**config.mk**
```make
export PLATFORM = sky130hd
export DESIGN_NAME = clr_back_flat
export DESIGN_NICKNAME = d
export VERILOG_FILES = /design/src/hdl/clr_pkg.sv /design/src/hdl/clr_if.sv /design/src/hdl/clr_back.sv /design/src/flat_wrapper.sv
export SDC_FILE = /design/constraint.sdc
export NUM_CORES = 1
export LEC_CHECK = 0
export BUFFER_PORTS_ARGS = -buffer_cell sky130_fd_sc_hd__buf_2
export CAP_MARGIN = 20
export CORE_ASPECT_RATIO = 1.4
export CORE_MARGIN = 10
export CORE_UTILIZATION = 40
export CTS_CLUSTER_SIZE = 14
export DETAILED_ROUTE_END_ITERATION = 12
export PLACE_DENSITY = 0.55
export RECOVER_POWER = 25
export SLEW_MARGIN = 10
export SYNTH_ARGS = -nofsm -noshare
export SYNTH_HDL_FRONTEND = slang
export SYNTH_SLANG_ARGS = --single-unit
```
**constraint.sdc**
```tcl
create_clock -name clk_i -period 8.17 [get_ports clk_i]
set_input_delay 0.817 -clock clk_i [delete_from_list [all_inputs] [get_ports clk_i]]
set_output_delay 0.817 -clock clk_i [all_outputs]
set_load 0.05 [all_outputs]
```
**src/hdl/clr_pkg.sv**
```systemverilog
// Package for the clipped line rasterizer: types, constants, color conversion.
// No dependencies.
package clr_pkg;
  localparam int unsigned CoordBits    = 12;
  localparam int unsigned SlopeFracDef = 16;
  localparam int unsigned ClipPasses   = 8;
  localparam int unsigned AddrBits     = 4;
  localparam int unsigned QueueDepth   = 2;

  localparam logic        OP_LOAD = 1'b0;
  localparam logic        OP_STEP = 1'b1;

  localparam logic [1:0]  ST_ACCEPT = 2'd0;
  localparam logic [1:0]  ST_REJECT = 2'd1;
  localparam logic [1:0]  ST_IDLE   = 2'd2;

  localparam logic [1:0]  FMT_555 = 2'd0;
  localparam logic [1:0]  FMT_565 = 2'd1;
  localparam logic [1:0]  FMT_24  = 2'd2;
  localparam logic [1:0]  FMT_32  = 2'd3;

  localparam logic [AddrBits-1:0] REG_WIDTH  = 4'h0;
  localparam logic [AddrBits-1:0] REG_HEIGHT = 4'h4;
  localparam logic [AddrBits-1:0] REG_FORMAT = 4'h8;

  typedef struct packed {
    logic        opcode;
    logic [15:0] start_x;
    logic [15:0] start_y;
    logic [15:0] end_x;
    logic [15:0] end_y;
    logic [31:0] line_color;
  } in_item_t;

  typedef struct packed {
    logic        is_pixel;
    logic [1:0]  status;
    logic [11:0] pixel_x;
    logic [11:0] pixel_y;
    logic [31:0] pixel_color;
    logic        line_done;
    logic        last;
  } out_item_t;

  // screen settings seen by the front end
  typedef struct packed {
    logic [12:0] width;
    logic [12:0] height;
    logic [1:0]  fmt;
  } cfg_t;

  typedef enum logic [2:0] {
    FS_IDLE, FS_DIV, FS_CLIP, FS_SETUP, FS_PUSH
  } front_state_e;

  typedef enum logic [1:0] {
    BS_IDLE, BS_EMIT
  } back_state_e;

  function automatic logic [31:0] convert_color(input logic [31:0] c, input logic [1:0] f);
    logic [31:0] r;
    begin
      case (f)
        FMT_555: r = ((c >> 3) & 32'h001F) | ((c >> 6) & 32'h03E0) | ((c >> 9) & 32'h7C00);
        FMT_565: r = ((c >> 3) & 32'h001F) | ((c >> 5) & 32'h07E0) | ((c >> 8) & 32'hF800);
        FMT_24:  r = c & 32'h00FF_FFFF;
        default: r = c;
      endcase
      return r;
    end
  endfunction
endpackage

```
**src/hdl/clr_if.sv**
```systemverilog
// Valid/ready channel carrying one payload word.
// Depends on nothing; payload type is a parameter.
interface clr_if #(parameter type T = logic) ();
  logic valid;
  logic ready;
  T     data;
  modport source (output valid, output data, input ready);
  modport sink   (input valid, input data, output ready);
endinterface

```
**src/hdl/clr_back.sv**
```systemverilog
// Back end: holds line state, runs the two-ended Bresenham walk, emits results.
// Depends on clr_pkg.
module clr_back (
  input  logic               clk_i,
  input  logic               rst_ni,
  input  logic               cmd_valid_i,
  output logic               cmd_ready_o,
  input  logic               cmd_load_i,
  input  logic               cmd_reject_i,
  input  logic signed [14:0] cmd_x1_i,
  input  logic signed [14:0] cmd_y1_i,
  input  logic signed [14:0] cmd_x2_i,
  input  logic signed [14:0] cmd_y2_i,
  input  logic [31:0]        cmd_color_i,
  clr_if.source              out_ch
);
  import clr_pkg::*;
  back_state_e st_q, st_d;
  logic active_q, active_d, xmaj_q, xmaj_d;
  logic [11:0] steps_q, steps_d, nx_q, ny_q, fx_q, fy_q, nx_d, ny_d, fx_d, fy_d;
  logic signed [15:0] err_q, err_d;
  logic [13:0] tmaj_q, tmin_q, tmaj_d, tmin_d;
  logic signed [1:0] sx_q, sy_q, sx_d, sy_d;
  logic [31:0] col_q, col_d;
  out_item_t buf_q [3];
  out_item_t buf_d [3];
  logic [1:0] cnt_q, cnt_d, rd_q, rd_d;
  logic signed [15:0] dxs, dys;
  logic [14:0] adx, ady;
  logic [11:0] nnx, nny, nfx, nfy;
  logic signed [15:0] e2;
  logic meet;

  always_comb begin
    dxs = 16'(cmd_x2_i) - 16'(cmd_x1_i);
    dys = 16'(cmd_y2_i) - 16'(cmd_y1_i);
    adx = dxs[15] ? 15'(-dxs) : 15'(dxs);
    ady = dys[15] ? 15'(-dys) : 15'(dys);
    // one walk step
    nnx = nx_q; nny = ny_q; nfx = fx_q; nfy = fy_q; e2 = err_q;
    if (err_q > 0) begin
      e2 = err_q - 16'($signed({2'b0, tmaj_q}));
      if (xmaj_q) begin nny = ny_q + 12'(sy_q); nfy = fy_q - 12'(sy_q); end
      else begin nnx = nx_q + 12'(sx_q); nfx = fx_q - 12'(sx_q); end
    end
    e2 = e2 + 16'($signed({2'b0, tmin_q}));
    if (xmaj_q) begin nnx = nx_q + 12'(sx_q); nfx = fx_q - 12'(sx_q); end
    else begin nny = ny_q + 12'(sy_q); nfy = fy_q - 12'(sy_q); end
    meet = xmaj_q ? (nnx == nfx) : (nny == nfy);
  end

  function automatic out_item_t mk(input logic p, input logic [1:0] s, input logic [11:0] x,
                                   input logic [11:0] y, input logic [31:0] c,
                                   input logic d, input logic l);
    out_item_t o;
    begin
      o.is_pixel = p; o.status = s; o.pixel_x = x; o.pixel_y = y;
      o.pixel_color = c; o.line_done = d; o.last = l;
      return o;
    end
  endfunction

  always_comb begin
    st_d = st_q; active_d = active_q; xmaj_d = xmaj_q; steps_d = steps_q;
    nx_d = nx_q; ny_d = ny_q; fx_d = fx_q; fy_d = fy_q; err_d = err_q;
    tmaj_d = tmaj_q; tmin_d = tmin_q; sx_d = sx_q; sy_d = sy_q; col_d = col_q;
    buf_d = buf_q; cnt_d = cnt_q; rd_d = rd_q;
    unique case (st_q)
      BS_IDLE: begin
        if (cmd_valid_i) begin
          rd_d = '0; st_d = BS_EMIT;
          if (cmd_load_i) begin
            cnt_d = 2'd1;
            if (cmd_reject_i) begin
              active_d = 1'b0;
              buf_d[0] = mk(1'b0, ST_REJECT, '0, '0, '0, 1'b0, 1'b1);
            end else begin
              buf_d[0] = mk(1'b0, ST_ACCEPT, '0, '0, '0, 1'b0, 1'b1);
              active_d = 1'b1; col_d = cmd_color_i;
              sx_d = dxs[15] ? -2'sd1 : ((dxs != 0) ? 2'sd1 : 2'sd0);
              sy_d = dys[15] ? -2'sd1 : ((dys != 0) ? 2'sd1 : 2'sd0);
              nx_d = cmd_x1_i[11:0]; ny_d = cmd_y1_i[11:0];
              fx_d = cmd_x2_i[11:0]; fy_d = cmd_y2_i[11:0];
              xmaj_d = adx >= ady;
              if (adx >= ady) begin
                tmaj_d = 14'(adx << 1); tmin_d = 14'(ady << 1);
                err_d = 16'(ady << 1) - 16'(adx); steps_d = 12'((adx + 1) >> 1);
              end else begin
                tmaj_d = 14'(ady << 1); tmin_d = 14'(adx << 1);
                err_d = 16'(adx << 1) - 16'(ady); steps_d = 12'((ady + 1) >> 1);
              end
            end
          end else if (!active_q) begin
            cnt_d = 2'd1;
            buf_d[0] = mk(1'b0, ST_IDLE, '0, '0, '0, 1'b0, 1'b1);
          end else if (steps_q == '0) begin
            cnt_d = 2'd1; active_d = 1'b0;
            buf_d[0] = mk(1'b1, ST_ACCEPT, nx_q, ny_q, col_q, 1'b1, 1'b1);
          end else begin
            buf_d[0] = mk(1'b1, ST_ACCEPT, nx_q, ny_q, col_q, 1'b0, 1'b0);
            nx_d = nnx; ny_d = nny; fx_d = nfx; fy_d = nfy; err_d = e2;
            steps_d = steps_q - 1'b1;
            if (steps_q == 12'd1) begin
              active_d = 1'b0;
              if (meet) begin
                cnt_d = 2'd3;
                buf_d[1] = mk(1'b1, ST_ACCEPT, fx_q, fy_q, col_q, 1'b0, 1'b0);
                buf_d[2] = mk(1'b1, ST_ACCEPT, nnx, nny, col_q, 1'b1, 1'b1);
              end else begin
                cnt_d = 2'd2;
                buf_d[1] = mk(1'b1, ST_ACCEPT, fx_q, fy_q, col_q, 1'b1, 1'b1);
              end
            end else begin
              cnt_d = 2'd2;
              buf_d[1] = mk(1'b1, ST_ACCEPT, fx_q, fy_q, col_q, 1'b0, 1'b1);
            end
          end
        end
      end
      BS_EMIT: begin
        if (out_ch.ready) begin
          rd_d = rd_q + 1'b1;
          if (rd_q + 1'b1 == cnt_q) st_d = BS_IDLE;
        end
      end
      default: st_d = BS_IDLE;
    endcase
  end

  always_ff @(posedge clk_i or negedge rst_ni) begin
    if (!rst_ni) begin
      st_q <= BS_IDLE; active_q <= 1'b0; cnt_q <= '0; rd_q <= '0;
    end else begin
      st_q <= st_d; active_q <= active_d; cnt_q <= cnt_d; rd_q <= rd_d;
    end
  end
  always_ff @(posedge clk_i) begin
    xmaj_q <= xmaj_d; steps_q <= steps_d; nx_q <= nx_d; ny_q <= ny_d;
    fx_q <= fx_d; fy_q <= fy_d; err_q <= err_d; tmaj_q <= tmaj_d; tmin_q <= tmin_d;
    sx_q <= sx_d; sy_q <= sy_d; col_q <= col_d; buf_q <= buf_d;
  end

  assign cmd_ready_o  = (st_q == BS_IDLE);
  assign out_ch.valid = (st_q == BS_EMIT);
  assign out_ch.data  = buf_q[rd_q];
endmodule

```
**src/flat_wrapper.sv**
```systemverilog
// flat-port wrapper written by rule: the top's interface ports become plain ports
module clr_back_flat import clr_pkg::*;
  (clk_i, rst_ni, cmd_valid_i, cmd_ready_o, cmd_load_i, cmd_reject_i, cmd_x1_i, cmd_y1_i, cmd_x2_i, cmd_y2_i, cmd_color_i, out_ch_valid, out_ch_data, out_ch_ready);
  clr_if out_ch_i ();
  input  logic clk_i;
  input  logic rst_ni;
  input  logic cmd_valid_i;
  output logic cmd_ready_o;
  input  logic cmd_load_i;
  input  logic cmd_reject_i;
  input  logic signed [14:0] cmd_x1_i;
  input  logic signed [14:0] cmd_y1_i;
  input  logic signed [14:0] cmd_x2_i;
  input  logic signed [14:0] cmd_y2_i;
  input  logic [31:0] cmd_color_i;
  output wire logic [$bits(out_ch_i.valid)-1:0] out_ch_valid;
  output wire logic [$bits(out_ch_i.data)-1:0] out_ch_data;
  input wire logic [$bits(out_ch_i.ready)-1:0] out_ch_ready;
  assign out_ch_valid = out_ch_i.valid;
  assign out_ch_data = out_ch_i.data;
  assign out_ch_i.ready = out_ch_ready;
  clr_back u_core (.clk_i(clk_i), .rst_ni(rst_ni), .cmd_valid_i(cmd_valid_i), .cmd_ready_o(cmd_ready_o), .cmd_load_i(cmd_load_i), .cmd_reject_i(cmd_reject_i), .cmd_x1_i(cmd_x1_i), .cmd_y1_i(cmd_y1_i), .cmd_x2_i(cmd_x2_i), .cmd_y2_i(cmd_y2_i), .cmd_color_i(cmd_color_i), .out_ch(out_ch_i));
endmodule
```
Word level (Yosys, flattened, before mapping)
Cells that the tools add are included.

word-level totals
  bits of input ports = 98
  memory bits (writable) = 0
  bits in read-only memories = 0
  output and inout bits = 3
  logic and storage cells = 146
  bits in latches = 0
  memories = 0
  bits in registers = 326

operators by class
  bitwise operators = 4
  magnitude comparators = 3
  muxes and demuxes = 67
  reduce and logical (&&, ||, !) cells = 13
  $mul = 0
  shift-type cells = 0
  add/sub/neg operators = 16
  div/mod/pow operators = 0
  equality and inequality tests = 10

operators with widths
  cell                   count
  $mux 12                29
  $bmux 61 s2            1
  $mux 61                2
  $mux 16                6
  $reduce_bool 32->1     2
  $mux 59                1
  $sub 16x15->16         3
  $sub 15x15->16         2
  $mux 15                2
  $neg 15->15            2
  $mux 14                2
  $add 13x1->13 const B  2
  $add 12x12->12         2
  $eq 12x12->1           2
  $sub 12x12->12         2
  $mux 2                 10
  $add 16x15->16         1
  $gt 16x1->1 const B    1
  $ge 15x15->1           1
  $eq 12x1->1 const B    1
  $logic_not 12->1       1
  $mux 1                 12
  $sub 12x1->12 const B  1
  $reduce_and 5->1       2
  15 further kinds       23

Longest topological paths before layout
  word-level depth = 10
  mapped depth = 36
  depth with buffers taken out = 32

Worst setup path after synthesis
OpenSTA, ideal clock, no wires.

  path kind = input-to-reg
  start = input cmd_x1_i[6]
  end = register u_core.steps_q[11], data pin
  arrival = 6.663 ns
  library setup time = 0.272 ns
  data required time = 7.898 ns
  path buffers = 4
  stages on the path = 35
  setup slack = 1.235 ns
  cell sequence = inv_1 -> ha_1 -> buf_2 -> a21oi_1 -> nand2_1 -> o21ai_2 -> o2111ai_1 -> and2_1 -> clkinv_1 -> clkbuf_1 -> nor2_1 -> a21oi_1 -> inv_1 -> ha_1 -> nor2b_1 -> o21a_1 -> o21a_1 -> o21a_1 -> o21ai_0 -> a211oi_1 -> a211oi_1 -> maj3_2 -> o311a_1 -> o21ba_2 -> inv_4 -> buf_4 -> buf_2 -> nand2_1 -> o21ai_0 -> ha_1 -> nor3b_1 -> nor3b_1 -> mux2i_1 -> xor2_1 -> mux2i_1

on the way
  elaborated cells on any way between the ends = 8
  those cells by class = add/sub (3); order compare (1); mux (4)

RTL lines
  item                                                  line                            source
  start, declared                                       flat_wrapper.sv:11              input logic signed [14:0] cmd_x1_i;
  $sub 15x15->16 *                                      clr_back.sv:35                  dxs = 16'(cmd_x2_i) - 16'(cmd_x1_i);
  net u_core.dxs[15]                                    clr_back.sv:28                  logic signed [15:0] dxs, dys;
  $mux 15 *                                             clr_back.sv:37                  adx = dxs[15] ? 15'(-dxs) : 15'(dxs);
  $add 13x1->13 / $ge 15x15->1 (equally long branches)  clr_back.sv:87, clr_back.sv:85
  $mux 12 *                                             clr_back.sv:85                  if (adx >= ady) begin
  $mux 12 *                                             clr_back.sv:74                  if (cmd_reject_i) begin
  $mux 12 *                                             clr_back.sv:72                  if (cmd_load_i) begin
  end signal, assigned                                  clr_back.sv:138                 xmaj_q <= xmaj_d; steps_q <= steps_d; nx_q <= nx_d; ny_q <= ny_d;
  end, declared                                         clr_back.sv:20                  logic [11:0] steps_q, steps_d, nx_q, ny_q, fx_q, fy_q, nx_d, ny_d, fx_d, fy_d;

The timed path passes the listed nets; every way through them passes the cells marked *. The select of a mux whose other input is x is not followed.
A chain may end at the register's enable or synchronous reset.

Final worst setup path
  start = input cmd_x1_i[6]
  end = register u_core.steps_q[11], data pin

on the way
  cells in the longest elaborated chain, start to end = 7
  elaborated cells on any way between the ends = 8
  those cells by class = add/sub (3); order compare (1); mux (4)

RTL lines
  item                                                  line
  $sub 15x15->16 *                                      clr_back.sv:35
  $neg 15->15                                           clr_back.sv:37
  $mux 15 *                                             clr_back.sv:37
  $add 13x1->13 / $ge 15x15->1 (equally long branches)  clr_back.sv:87, clr_back.sv:85
  $mux 12 *                                             clr_back.sv:85
  $mux 12 *                                             clr_back.sv:74
  $mux 12 *                                             clr_back.sv:72

Every way passes the cells marked *; elsewhere a longest branch is shown, timed or not. The select of a mux whose other input is x is not followed.

==> Flow_metrics.wiki <==
{| class="wikitable"
! Metric !! Value
|-
| Outcome || complete, but fails checks
|-
| Failing checks || max-capacitance violations, max-slew violations
|-
| Most instantiated library cell after synthesis || ha_1
|-
| Pin count of the biggest net entering global routing || 55
|-
| Num rows || 79
|-
| Starting utilization of the core area || 40.3%
|-
| Number of DRC violations after detailed-routing iteration 0 || 550
|-
| Sort of element at the start of the critical path || input pin
|-
| Post-synthesis async set-or-reset flop share || approximately 5.2%
|-
| Post-Syn Area per Cell || 8.48 um2
|-
| R2R depth || 21
|-
| Number of buffers inserted for hold repair after clock tree synthesis || 0
|-
| Main synth FF type || edfxtp_1
|-
| Setup violators final || 0
|-
| Count of max-cap constraint violations || 2
|-
| Filler cell count || 3327
|-
| Post-synth top cells || ha_1 (137), inv_1 (134), nand2_1 (129), a21oi_1 (125), nor2_1 (125)
|-
| Count of final hold-check violations || 0
|-
| Tmin final || 6.85 ns
|-
| Sum of routed wire length over all layers || roughly 38000 um
|-
| H-tree Lvls || 4
|-
| Launch point of the critical path || cmd_x1_i[6]
|-
| Highest fanout seen on the critical path || 14
|-
| Number of global-route vias before repair || roughly 12k
|-
| Number of top-level pins || 101
|-
| Worst Tran Pin Value || around 2.6 ns
|-
| CP max stage cell || ha_1
|-
| Highest attainable clock frequency || 0.146 GHz
|-
| Cell family with most CP delay || compound AO/OA/AOI/OAI gates
|-
| Final worst path period share || a little over four fifths
|-
| TNS Setup || 0 ns
|-
| Library cell used as clock root buffer || clkbuf_16
|-
| Die area || 0.0412 mm2
|-
| Insertion delay to the later sink of the worst-skew pair || 0.44 ns
|-
| Number of nets in the layout || 1895
|-
| Final global-route overflow total || 0
|-
| Detailed Routing Iterations Pass 1 || 5
|-
| Stage delay of the slowest cell on the critical path || approximately 0.48 ns
|-
| Post-DR wirelength/cell || 18.2 um
|-
| Post-Layout Inst Area || between 0.01 and 0.015 mm2
|-
| Worst vdd ir || 0.235 mV
|-
| Die Wd || 174 um
|-
| Cts bufs inserted || 17
|-
| Worst-path clk slew || 0.06 ns
|-
| Register cell area after layout || roughly 0.0034 mm2
|-
| Crit path capture type || flop
|-
| Share of cells above drive strength 1 || 10.5%
|-
| Synthesized Nets || 1819
|-
| Routability congestion estimate from global placement || around 0.86
|-
| Placed wire-length estimate || 30300 um
|-
| ANT nets after route || 0
|-
| Biggest area consumer among synthesized cells || edfxtp_1
|-
| Instance count of the mapped netlist || 1574
|-
| Antenna cell count || 0
|-
| Clock tree from TritonCTS || built
|-
| Critical path type || input pin to flop
|-
| Die Ht || ~240 um
|-
| Global-route wire length before repair || 61100 um
|-
| WP depth || 31
|-
| Placed Cells || 2076
|-
| Source of the worst register-to-register timing path || u_core.err_q[11]$_DFFE_PP_
|-
| CTS-repair resized insts || 0
|-
| Power density normalized to cell area || 259 mW/mm2
|-
| Clock buffer depth || 2
|-
| Flip-flop and latch count after synthesis || 115
|-
| Floorplan core area || 0.0331 mm2
|-
| Post-synthesis instance area || roughly 0.013 mm2
|-
| Via count || roughly 12k
|-
| Number of antenna violations at the first check in global routing || 0
|-
| Unrepaired setup endpoints after global routing || no
|-
| Buffers inserted during post-CTS setup optimization || 0
|-
| Cells taking the most area after synthesis || edfxtp_1 (25%), ha_1 (13%), xnor2_1 (7.1%), a21oi_1 (4.7%), o21ai_0 (4.0%)
|-
| Buffering stage count on the worst path with inverters included || 6
|-
| Proportion of netlist area held by the largest area contributor || 24.5%
|-
| Final-report max-slew violation count || between 100 and 150
|-
| Number of sinks driven by the clock tree || roughly 120
|-
| Count of distinct cell types in the synthesized netlist || just over 90
|-
| Arrival time at the worst endpoint || 7.00 ns
|-
| Area of the multi-input gates || 0.00922 mm2
|-
| Count of buffers from port buffering || 68
|-
| Post-synthesis sequential area ratio || 25.7%
|-
| Syn. warnings || 0
|-
| Routed vias/inst || about 5.5
|-
| Leakage component of the power || around 6.3 nW
|-
| Overall routing resource usage || between 10% and 20%
|-
| EDFF count, synth || 109
|-
| Number of non-filler instances in the completed layout || 2108
|-
| Hold/Removal Path Class || input pin to async pin
|-
| Placed cell areas || 0.0143 mm2
|-
| Util after Layout || 44.9%
|-
| Final worst clock skew || 0.0121 ns
|-
| Max-slew headroom at the worst pin || -71.7%
|-
| Area growth from synthesis to layout || 11.5%
|-
| CP required || 8.32 ns
|-
| Number of remaining DRC errors || 0
|}
[cell usage in the layout (no fill, tap or decap), drive strengths merged, types with 11 or more instances in the layout]
master  instances
o31ai          12
edfxtp        109
inv           138
a31oi          14
nor2b          19
mux2i          54
o21ai         126
nand3          29
ha            137
mux2           22
nand4          14
nand2         129
nand2b         14
nor3           34
and2           13
a21oi         126
nor2          126
o21a           20
clkbuf         27
xor2           57
nor4           13
o211ai         11
o21bai         21
buf            91
a21o           25
or3            16
xnor2         109
[state kept, by name (all words and copies together), names as in the netlist, named ones only]
signal and flops:
u_core.sx_q 2, u_core.active_q 1, u_core.cnt_q 2, u_core.buf_q 2, u_core.steps_q 12, u_core.err_q 16, u_core.fx_q 12, u_core.tmin_q 13
u_core.fy_q 11, u_core.xmaj_q 1, u_core.nx_q 12, u_core.sy_q 2, u_core.st_q 1, u_core.rd_q 2, u_core.ny_q 11, u_core.tmaj_q 13
[worst paths after layout]
| path | to | slack (ns) |
|---|---|---|
| setup / recovery | u_core.steps_q[11]$_DFFE_PP_ | 1.32 |
| setup reg to reg | u_core.err_q[15]$_DFFE_PP_ | 2.42 |
| hold / removal | u_core.rd_q[0]$_DFFE_PN0P_ | 0.25 |
| min in group clk_i | u_core.active_q$_DFFE_PN0P_ | 0.50 |
| max in group asynchronous | u_core.cnt_q[0]$_DFFE_PN0P_ | 7.67 |
| hold reg to reg | u_core.active_q$_DFFE_PN0P_ | 0.50 |
[logic make-up (layout without fill, tap and decap cells)]
family	count (synthesis)	in the layout	synth area share, %
AO/OA/AOI/OAI	425	425	20.1
XOR/XNOR	166	166	11.1
adder cells (fa/ha/maj)	154	154	14.9
buffers and inverters	180	269	5.32
flip-flops	115	115	25.7
multiplexers	76	76	6.15
AND/OR/NAND/NOR	458	458	16.8
[metal layers]
metal | GRT usage [%] | up-vias | wire length, um
met5 | 0 | - | 0
li1 | - | 5851 | -
met2 | 34.0 | 163 | 19800
met4 | 9.87 | 0 | 1810
met1 | 20.0 | 5498 | 15800
met3 | 2.70 | 78 | 906
[stage by stage]
step	hold WS [ns]	setup slack (ns)	power, W
after floorplan	0.456	1.23	0.00250
after global placement	0.480	0.947	0.00304
after detailed placement	0.485	0.929	0.00307
after CTS	0.162	1.37	0.00387
after global routing	0.241	0.735	0.00414
final	0.246	1.32	0.00386
[cell type report]
type | instances | share of cell area (%)
Tap cell | 445 | 3.74
Multi-Input combinational cell | 1279 | 62.0
Inverter | 139 | 3.52
Clock buffer | 20 | 3.00
Clock inverter | 12 | 1.05
Sequential cell | 115 | 23.0
Timing Repair Buffer | 98 | 3.71
[power by group]
| part | leakage [nW] | internal, W | switching [W] |
|---|---|---|---|
| clock | 0.283 | 0.000487 | 0.000297 |
| sequential | 1.05 | 0.000769 | 0.0000381 |
| combinational | 4.93 | 0.000898 | 0.00136 |
| total | 6.26 | 0.00215 | 0.00170 |
Note: power is estimated with default switching activity, not from simulation.
